[src/boid_box_neighbor_average_top_assert.svh]
// ----------------------------------------------------------------------------
// Boid neighbor average assertion macros
// Clocked concurrent checks on clk, off while arst_n is low.
// ----------------------------------------------------------------------------
`ifndef BOID_BOX_NEIGHBOR_AVERAGE_TOP_ASSERT_SVH
`define BOID_BOX_NEIGHBOR_AVERAGE_TOP_ASSERT_SVH

`ifndef NO_ASSERTIONS
// same-cycle implication
`define BBNA_ASSERT_IMP(lbl, ante, cons) \
	lbl: assert property (@(posedge clk) disable iff (!arst_n) (ante) |-> (cons)) \
		else $error("assertion failed");
// next-cycle implication
`define BBNA_ASSERT_NXT(lbl, ante, cons) \
	lbl: assert property (@(posedge clk) disable iff (!arst_n) (ante) |=> (cons)) \
		else $error("assertion failed");
`else
`define BBNA_ASSERT_IMP(lbl, ante, cons)
`define BBNA_ASSERT_NXT(lbl, ante, cons)
`endif

`endif

[src/bbna_pkg.sv]
// ----------------------------------------------------------------------------
// bbna_pkg
// Widths, state codes and handshake structs of the boid neighbor averager.
// ----------------------------------------------------------------------------
package bbna_pkg;

	localparam int MAX_NEIGHBORS = 64;
	localparam int POS_W         = 32;
	localparam int ID_W          = 16;
	localparam int RANGE_W       = 31;
	localparam int NCOUNT_W      = 7;
	localparam int CNT_W         = $clog2(MAX_NEIGHBORS + 1);
	localparam int DVS_W         = $clog2(MAX_NEIGHBORS + 2);
	localparam int SUM_W         = POS_W + CNT_W;
	localparam int BOX_W         = POS_W + 1;
	localparam int ITER_W        = $clog2(SUM_W + 1);
	localparam int NVAL          = 4;
	localparam int IDX_W         = $clog2(NVAL);
	localparam int IN_TDATA_W    = ((ID_W + NVAL * POS_W + 7) / 8) * 8;
	localparam int OUT_TDATA_W   = ((NVAL * POS_W + NCOUNT_W + 7) / 8) * 8;
	localparam logic [RANGE_W-1:0] RANGE_RESET = RANGE_W'(655360);

	localparam logic KIND_OWN  = 1'b0;
	localparam logic KIND_CAND = 1'b1;

	typedef enum logic [4:0] {
		ST_IDLE = 5'b00001,
		ST_EVAL = 5'b00010,
		ST_DIV  = 5'b00100,
		ST_WAIT = 5'b01000,
		ST_DONE = 5'b10000
	} state_t;

	typedef struct packed {
		logic             start;
		logic [SUM_W-1:0] dividend;
		logic [DVS_W-1:0] divisor;
	} div_cmd_t;

	typedef struct packed {
		logic             busy;
		logic             done;
		logic [POS_W-1:0] quotient;
	} div_rsp_t;

endpackage

[src/bbna_div.sv]
// ----------------------------------------------------------------------------
// bbna_div
// Shared signed divider, restoring, one quotient bit per cycle, truncating.
// ----------------------------------------------------------------------------
`include "boid_box_neighbor_average_top_assert.svh"

module bbna_div (
	input  logic               clk,
	input  logic               arst_n,
	input  bbna_pkg::div_cmd_t cmd,
	output bbna_pkg::div_rsp_t rsp
);

	logic                          busy_q;
	logic                          done_q;
	logic                          neg_q;
	logic [bbna_pkg::SUM_W-1:0]    quo_q;
	logic [bbna_pkg::DVS_W-1:0]    rem_q;
	logic [bbna_pkg::DVS_W-1:0]    dvs_q;
	logic [bbna_pkg::ITER_W-1:0]   cnt_q;
	logic [bbna_pkg::SUM_W-1:0]    mag;
	logic [bbna_pkg::DVS_W:0]      trial;
	logic [bbna_pkg::DVS_W:0]      diff;
	logic                          ge;
	logic [bbna_pkg::DVS_W-1:0]    rem_nxt;
	logic [bbna_pkg::SUM_W-1:0]    quo_full;

	assign mag     = cmd.dividend[bbna_pkg::SUM_W-1] ? (~cmd.dividend + 1'b1) : cmd.dividend;
	assign trial   = {rem_q, quo_q[bbna_pkg::SUM_W-1]};
	assign ge      = trial >= {1'b0, dvs_q};
	assign diff    = trial - {1'b0, dvs_q};
	// remainder stays below the divisor, so the top bit drops out
	assign rem_nxt = ge ? diff[bbna_pkg::DVS_W-1:0] : trial[bbna_pkg::DVS_W-1:0];

	always_ff @(posedge clk or negedge arst_n) begin
		if (!arst_n) begin
			busy_q <= 1'b0;
			done_q <= 1'b0;
			cnt_q  <= '0;
		end else begin
			done_q <= 1'b0;
			if (cmd.start) begin
				busy_q <= 1'b1;
				cnt_q  <= bbna_pkg::ITER_W'(bbna_pkg::SUM_W);
			end else if (busy_q) begin
				cnt_q <= cnt_q - 1'b1;
				if (cnt_q == bbna_pkg::ITER_W'(1)) begin
					busy_q <= 1'b0;
					done_q <= 1'b1;
				end
			end
		end
	end

	always_ff @(posedge clk) begin
		if (cmd.start) begin
			quo_q <= mag;
			rem_q <= '0;
			dvs_q <= cmd.divisor;
			neg_q <= cmd.dividend[bbna_pkg::SUM_W-1];
		end else if (busy_q) begin
			quo_q <= {quo_q[bbna_pkg::SUM_W-2:0], ge};
			rem_q <= rem_nxt;
		end
	end

	assign quo_full     = neg_q ? (~quo_q + 1'b1) : quo_q;
	assign rsp.busy     = busy_q;
	assign rsp.done     = done_q;
	assign rsp.quotient = quo_full[bbna_pkg::POS_W-1:0];

	`BBNA_ASSERT_IMP(a_no_restart, cmd.start, !busy_q)
	`BBNA_ASSERT_NXT(a_start_busy, cmd.start, busy_q)
	`BBNA_ASSERT_IMP(a_idle_cnt_zero, !busy_q, cnt_q == '0)

endmodule

[src/bbna_box.sv]
// ----------------------------------------------------------------------------
// bbna_box
// Neighbor test: different id and strictly inside the box on both axes.
// ----------------------------------------------------------------------------
module bbna_box (
	input  logic [bbna_pkg::ID_W-1:0]    own_id,
	input  logic [bbna_pkg::POS_W-1:0]   own_x,
	input  logic [bbna_pkg::POS_W-1:0]   own_y,
	input  logic [bbna_pkg::RANGE_W-1:0] range_val,
	input  logic [bbna_pkg::ID_W-1:0]    cand_id,
	input  logic [bbna_pkg::POS_W-1:0]   cand_x,
	input  logic [bbna_pkg::POS_W-1:0]   cand_y,
	output logic                         hit
);

	logic signed [bbna_pkg::BOX_W-1:0] rng;
	logic signed [bbna_pkg::BOX_W-1:0] ox, oy, cx, cy;
	logic signed [bbna_pkg::BOX_W-1:0] lo_x, hi_x, lo_y, hi_y;

	// bounds are one bit wider than positions
	assign rng  = signed'({2'b00, range_val});
	assign ox   = signed'({own_x[bbna_pkg::POS_W-1], own_x});
	assign oy   = signed'({own_y[bbna_pkg::POS_W-1], own_y});
	assign cx   = signed'({cand_x[bbna_pkg::POS_W-1], cand_x});
	assign cy   = signed'({cand_y[bbna_pkg::POS_W-1], cand_y});
	assign lo_x = ox - rng;
	assign hi_x = ox + rng;
	assign lo_y = oy - rng;
	assign hi_y = oy + rng;

	assign hit = (cand_id != own_id) && (cx > lo_x) && (cx < hi_x)
	             && (cy > lo_y) && (cy < hi_y);

endmodule

[src/boid_box_neighbor_average_top.sv]
// ----------------------------------------------------------------------------
// boid_box_neighbor_average_top
// Boid neighbor averaging: box test, running sums, shared divider.
// ----------------------------------------------------------------------------
// Input stream s_*: tuser = kind (0 loads own boid and seeds the sums,
// 1 is a candidate), tlast ends a set. Each request is registered and
// evaluated in the next cycle. A request with tlast yields one result on
// m_*; if there are neighbors, the four sums first run one after another
// through one restoring divider. s_tready is low while a request is in
// work. The result sits in an output register, so a new request is taken
// while it waits; if the receiver still holds the previous result when
// the next one is ready, the sequencer waits.
// range_we writes the box half-width; write only while idle.
// Reset clears own boid, sums, count and flag to zero and range to 10.0.
// ----------------------------------------------------------------------------
`include "boid_box_neighbor_average_top_assert.svh"

module boid_box_neighbor_average_top (
	input  logic                                clk,
	input  logic                                arst_n,
	input  logic                                range_we,
	input  logic [bbna_pkg::RANGE_W-1:0]        range_wdata,
	input  logic                                s_tvalid,
	output logic                                s_tready,
	// boid_id, pos_x, pos_y, vel_x, vel_y
	input  logic [bbna_pkg::IN_TDATA_W-1:0]     s_tdata,
	// kind
	input  logic                                s_tuser,
	input  logic                                s_tlast,
	output logic                                m_tvalid,
	input  logic                                m_tready,
	// new_pos_x, new_pos_y, new_vel_x, new_vel_y, neighbor_count, zero pad
	output logic [bbna_pkg::OUT_TDATA_W-1:0]    m_tdata,
	// dropped
	output logic                                m_tuser
);

	bbna_pkg::state_t                  state_q;
	logic [bbna_pkg::RANGE_W-1:0]      range_q;
	logic                              kind_q;
	logic                              last_q;
	logic [bbna_pkg::ID_W-1:0]         id_q;
	logic [bbna_pkg::POS_W-1:0]        val_q  [bbna_pkg::NVAL];
	logic [bbna_pkg::ID_W-1:0]         own_id_q;
	logic [bbna_pkg::POS_W-1:0]        own_q  [bbna_pkg::NVAL];
	logic [bbna_pkg::SUM_W-1:0]        sum_q  [bbna_pkg::NVAL];
	logic [bbna_pkg::CNT_W-1:0]        count_q;
	logic                              ovf_q;
	logic [bbna_pkg::IDX_W-1:0]        idx_q;
	logic                              hit;
	logic                              room;
	logic                              take;
	logic [bbna_pkg::CNT_W-1:0]        count_nxt;
	logic                              out_free;
	bbna_pkg::div_cmd_t                div_cmd;
	bbna_pkg::div_rsp_t                div_rsp;

	assign s_tready = state_q == bbna_pkg::ST_IDLE;
	assign out_free = !m_tvalid || m_tready;

	bbna_box u_box (
		.own_id    (own_id_q),
		.own_x     (own_q[0]),
		.own_y     (own_q[1]),
		.range_val (range_q),
		.cand_id   (id_q),
		.cand_x    (val_q[0]),
		.cand_y    (val_q[1]),
		.hit       (hit)
	);

	assign room      = count_q < bbna_pkg::CNT_W'(bbna_pkg::MAX_NEIGHBORS);
	assign take      = (kind_q == bbna_pkg::KIND_CAND) && hit && room;
	assign count_nxt = (kind_q == bbna_pkg::KIND_OWN) ? '0
	                   : count_q + bbna_pkg::CNT_W'(take);

	assign div_cmd.start    = state_q == bbna_pkg::ST_DIV;
	assign div_cmd.dividend = sum_q[idx_q];
	assign div_cmd.divisor  = bbna_pkg::DVS_W'(count_q) + bbna_pkg::DVS_W'(1);

	bbna_div u_div (
		.clk    (clk),
		.arst_n (arst_n),
		.cmd    (div_cmd),
		.rsp    (div_rsp)
	);

	always_ff @(posedge clk or negedge arst_n) begin
		if (!arst_n) begin
			range_q <= bbna_pkg::RANGE_RESET;
		end else if (range_we) begin
			range_q <= range_wdata;
		end
	end

	// request capture
	always_ff @(posedge clk) begin
		if (s_tvalid && s_tready) begin
			kind_q <= s_tuser;
			last_q <= s_tlast;
			id_q   <= s_tdata[bbna_pkg::ID_W-1:0];
			for (int i = 0; i < bbna_pkg::NVAL; i++) begin
				val_q[i] <= s_tdata[bbna_pkg::ID_W + i*bbna_pkg::POS_W +: bbna_pkg::POS_W];
			end
		end
	end

	always_ff @(posedge clk or negedge arst_n) begin
		if (!arst_n) begin
			state_q  <= bbna_pkg::ST_IDLE;
			idx_q    <= '0;
			own_id_q <= '0;
			count_q  <= '0;
			ovf_q    <= 1'b0;
			m_tvalid <= 1'b0;
			for (int i = 0; i < bbna_pkg::NVAL; i++) begin
				own_q[i] <= '0;
				sum_q[i] <= '0;
			end
		end else begin
			if (state_q == bbna_pkg::ST_DONE && out_free) begin
				m_tvalid <= 1'b1;
			end else if (m_tready) begin
				m_tvalid <= 1'b0;
			end
			case (state_q)
				bbna_pkg::ST_IDLE: begin
					if (s_tvalid) begin
						state_q <= bbna_pkg::ST_EVAL;
					end
				end
				bbna_pkg::ST_EVAL: begin
					if (kind_q == bbna_pkg::KIND_OWN) begin
						own_id_q <= id_q;
						ovf_q    <= 1'b0;
						for (int i = 0; i < bbna_pkg::NVAL; i++) begin
							own_q[i] <= val_q[i];
							sum_q[i] <= {{(bbna_pkg::SUM_W-bbna_pkg::POS_W)
							             {val_q[i][bbna_pkg::POS_W-1]}}, val_q[i]};
						end
					end else if (hit) begin
						if (room) begin
							for (int i = 0; i < bbna_pkg::NVAL; i++) begin
								sum_q[i] <= sum_q[i] + {{(bbna_pkg::SUM_W-bbna_pkg::POS_W)
								            {val_q[i][bbna_pkg::POS_W-1]}}, val_q[i]};
							end
						end else begin
							ovf_q <= 1'b1;
						end
					end
					count_q <= count_nxt;
					idx_q   <= '0;
					if (!last_q) begin
						state_q <= bbna_pkg::ST_IDLE;
					end else if (count_nxt != '0) begin
						state_q <= bbna_pkg::ST_DIV;
					end else begin
						state_q <= bbna_pkg::ST_DONE;
					end
				end
				bbna_pkg::ST_DIV: begin
					state_q <= bbna_pkg::ST_WAIT;
				end
				bbna_pkg::ST_WAIT: begin
					if (div_rsp.done) begin
						own_q[idx_q] <= div_rsp.quotient;
						idx_q        <= idx_q + 1'b1;
						if (idx_q == bbna_pkg::IDX_W'(bbna_pkg::NVAL - 1)) begin
							state_q <= bbna_pkg::ST_DONE;
						end else begin
							state_q <= bbna_pkg::ST_DIV;
						end
					end
				end
				bbna_pkg::ST_DONE: begin
					if (out_free) begin
						state_q <= bbna_pkg::ST_IDLE;
					end
				end
				default: begin
					state_q <= bbna_pkg::ST_IDLE;
				end
			endcase
		end
	end

	// result register
	always_ff @(posedge clk) begin
		if (state_q == bbna_pkg::ST_DONE && out_free) begin
			m_tdata <= {{(bbna_pkg::OUT_TDATA_W - bbna_pkg::NVAL*bbna_pkg::POS_W
			             - bbna_pkg::NCOUNT_W){1'b0}},
			            bbna_pkg::NCOUNT_W'(count_q),
			            own_q[3], own_q[2], own_q[1], own_q[0]};
			m_tuser <= ovf_q;
		end
	end

	`BBNA_ASSERT_NXT(a_accept_eval, s_tvalid && s_tready, state_q == bbna_pkg::ST_EVAL)
	`BBNA_ASSERT_IMP(a_done_in_wait, div_rsp.done, state_q == bbna_pkg::ST_WAIT)
	`BBNA_ASSERT_IMP(a_busy_in_wait, div_rsp.busy, state_q == bbna_pkg::ST_WAIT)
	`BBNA_ASSERT_IMP(a_count_cap, 1'b1, count_q <= bbna_pkg::CNT_W'(bbna_pkg::MAX_NEIGHBORS))

endmodule

[config.mk]
export PLATFORM = sky130hd
export DESIGN_NAME = boid_box_neighbor_average_top
export DESIGN_NICKNAME = d
export VERILOG_FILES = /design/src/bbna_pkg.sv /design/src/bbna_div.sv /design/src/bbna_box.sv /design/src/boid_box_neighbor_average_top.sv
export VERILOG_INCLUDE_DIRS = /design/src /design/src/src
export SDC_FILE = /design/constraint.sdc
export NUM_CORES = 2
export LEC_CHECK = 0
export BUFFER_PORTS_ARGS = -buffer_cell sky130_fd_sc_hd__clkbuf_2
export CAP_MARGIN = 10
export CELL_PAD_IN_SITES_DETAIL_PLACEMENT = 1
export CELL_PAD_IN_SITES_GLOBAL_PLACEMENT = 1
export CORE_ASPECT_RATIO = 0.5
export CORE_MARGIN = 2
export CORE_UTILIZATION = 44
export CTS_CLUSTER_DIAMETER = 100
export DETAILED_ROUTE_END_ITERATION = 8
export GPL_TIMING_DRIVEN = 0
export PLACE_DENSITY = 0.86
export REMOVE_ABC_BUFFERS = 1
export SYNTH_ARGS = -nofsm -noshare
export SYNTH_HDL_FRONTEND = slang
export SYNTH_SLANG_ARGS = --single-unit
export TNS_END_PERCENT = 20
[constraint.sdc]
create_clock -name clk -period 7.5 [get_ports clk]
set_clock_uncertainty 0.05 [all_clocks]
set_input_delay 1.5 -clock clk [delete_from_list [all_inputs] [get_ports clk]]
set_output_delay 1.5 -clock clk [all_outputs]
set_load 0.05 [all_outputs]
==> metrics <==
clock buffer depth 3; chip width 458 um; drt total wl 173000 um; r2r setup slk 0.12 ns; Final period util 98.4%; most frequent cell after synthesis nand2_1; largest net degree at the start of global routing 101; worst-skew pair later-pin latency 0.67 ns; grt ovf 0; crit path max-delay cell type or3_1; Synth Warn # 0; Num Clock Sinks 691; CTS H-tree depth 3; Final Instance Area 52000 um^2; largest family of logic cells by synthesized area compound AO/OA/AOI/OAI gates; final hold vios 0; Hold WC Path Type reg -> reg; first-pass GRT wire length 255000 um; DP HPWL 127000 um; critical path class reg -> reg; post-synthesis simple-gate area fraction 12.3%; synthesized flop and latch total 691; Max Fclk 135 MHz; fin crit period 7.38 ns; Max-Cap Viols 0; Yosys cell types 105; crit path launch type register; XOR/XNOR share of the synthesized area 6.30%; complex-gate fraction of the synthesized area 20.1%; critical path data required time 8.03 ns; status finished, final reports clean; Num CTS Buffers 71; input/output buffers 319; async set-or-reset flop fraction in the synthesized netlist 51.4%; DR WL/cell 27.4 um; Reg clk slew, reported paths 0.07 ns; height of the die 231 um; CTS Hold Bufs 0; DIE AREA 106000 um^2; Pre-Repair DR Iteration Count 5; Syn Area/Cell 9.81 um^2; Slew Limit Headroom 3.62%; fill count 11408; vias 39985; RePlAce Congestion 0.947; top cell type's share of synthesized area 21.8%; Adder-Cell Fraction of Synth Area 12.1%; Post-Synthesis Cell Area 45300 um^2; # IOs 321; CTS root buf clkbuf_16; Fin Hold WS 0.402 ns; placed insts 6146; worst vdd ir 0.214 mV; mux cell area share after synthesis 4.26%; CP endpoint kind register; Residual DRC 0; CP Max Fanout 8; Final Max Tran Viols 0; Initial Util 44.3%; leading area contributor after synthesis edfxtp_1; Synth Instances 4622; initial antenna violation count 13; Overall Power 23.1 mW; Worst-Margin Slew 1.44 ns; drt first-iter violations 4049; most frequent cells after synthesis nand2_1, ha_1, a21oi_1; Placed Area 48900 um^2; Main synth FF type dfrtp_1; Final Non-Filler Cells 6314; core area 102000 um^2; Final #Nets 5505; Critical Path Max Stage Delay 0.46 ns; All-Layer GR Usage 31.5%; CTS tree built; Cell Rows 83; CP dominant cell by count ha_1; vias per inst 6.33; remaining antenna violation count 0; register area share after synthesis 41.7%; PD cells 444 nW/um^2; # setup viols final 0; vias in the first global route 41599; share of layout cells above drive strength 1 13.8%; leakage power total 22.3 nW; synth-to-layout area growth 14.7%; Post-synth EDFFs 329; top cells by area, synth edfxtp_1, dfrtp_1, ha_1; crit path DAT 7.91 ns
power breakdown:
| part | total (mW) | switching [mW] | internal, mW | leakage [nW] |
|---|---|---|---|---|
| Combinational | 12.7 | 7.44 | 5.30 | 13.7 |
| Clock | 3.78 | 1.71 | 2.08 | 1.16 |
| Sequential | 6.59 | 1.48 | 5.11 | 7.39 |
| Total | 23.1 | 10.6 | 12.5 | 22.3 |
sequential cells by signal (all words and copies together), names as in the netlist, 6 cells and up:
register and cells:
sum_q 156, u_div.quo_q 39, val_q 128, id_q 16, own_id_q 16, count_q 7
u_div.dvs_q 7, m_tdata 135, range_q 31, u_div.cnt_q 6, u_div.rem_q 7, own_q 128
worst paths after layout:
path,start,endpoint,cells after the start
setup / recovery,range_q[11],state_q[4],29
hold / removal,own_q[6],m_tdata[102],0
setup reg to reg,range_q[11],state_q[4],29
hold reg to reg,own_q[6],m_tdata[102],0
max in group asynchronous,arst_n,m_tvalid,4
min in group asynchronous,arst_n,own_q[45],1
cells in the final DEF, fill, tap and decap left out, types with 56 or more instances in the layout:
| cell type | Yosys | layout |
|---|---|---|
| clkbuf_16 | 0 | 75 |
| inv_1 | 165 | 161 |
| edfxtp_1 | 329 | 329 |
| dfrtp_1 | 352 | 348 |
| o21ai_0 | 388 | 384 |
| xnor2_1 | 226 | 224 |
| nand2b_1 | 61 | 60 |
| nand3_1 | 62 | 60 |
| nor3_1 | 69 | 67 |
| nor2_1 | 353 | 351 |
| a21o_1 | 124 | 124 |
| clkbuf_2 | 2 | 319 |
| a21oi_1 | 423 | 419 |
| nor2b_1 | 57 | 56 |
| mux2i_1 | 87 | 87 |
| nand2_1 | 430 | 426 |
| xor2_1 | 100 | 100 |
| ha_1 | 424 | 416 |
| a22oi_1 | 122 | 122 |
stage by stage:
step,setup TNS [ns],setup WS [ns],util [%]
after floorplan,-770.21,-5.70,-
after global placement,-3926.64,-12.97,46.7
after detailed placement,-63.00,-0.765,47.7
after CTS,0,0.0133,50.2
after global routing,-0.0456,-0.0248,50.8
final,0,0.119,50.8
repair_timing:
item / 4_1_cts / 5_1_grt
setup buffers: 5 / 9
endpoints found under the setup margin: 159 / 98
gates cloned: 1 / 3
pin swaps: 2 / 8
resized for setup: 26 / 48
cells by family after synthesis:
logic type               after synthesis
AO/OA/AOI/OAI                       1452
flip-flops                           691
XOR/XNOR                             326
AND/OR/NAND/NOR                     1211
multiplexers                         143
adder cells (fa/ha/maj)              433
other                                  1
buffers and inverters                365
cell type report:
| class | count | area, um^2 | share of cell area (%) |
|---|---|---|---|
| Multi-Input combinational cell | 3567 | 25400 | 48.9 |
| Clock inverter | 48 | 524 | 1.01 |
| Timing Repair Buffer | 394 | 2940 | 5.65 |
| Inverter | 165 | 626 | 1.20 |
| Sequential cell | 691 | 18900 | 36.4 |
| Tap cell | 1360 | 1700 | 3.27 |
| Antenna cell | 6 | 15.0 | 0.0289 |
| Clock buffer | 83 | 1850 | 3.56 |
routing by layer:
| metal | routed length (um) | vias to the layer above | GRT usage [%] |
|---|---|---|---|
| met2 | 78000 | 1818 | 49.4 |
| met3 | 16000 | 397 | 6.57 |
| li1 | - | 17482 | - |
| met5 | 43 | - | 0 |
| met1 | 71100 | 20282 | 42.1 |
| met4 | 7610 | 6 | 14.0 |
critical path, delay by kind of cell, from the launching register on:
family / cells / cell delay, ns
XOR/XNOR: 1 / 0.10
adder cells (fa/ha/maj): 4 / 1.10
buffers and inverters: 2 / 0.36
flip-flops: 1 / 0.43
AND/OR/NAND/NOR: 8 / 2.34
AO/OA/AOI/OAI: 14 / 2.88
Note: power is estimated with default switching activity, not from simulation.
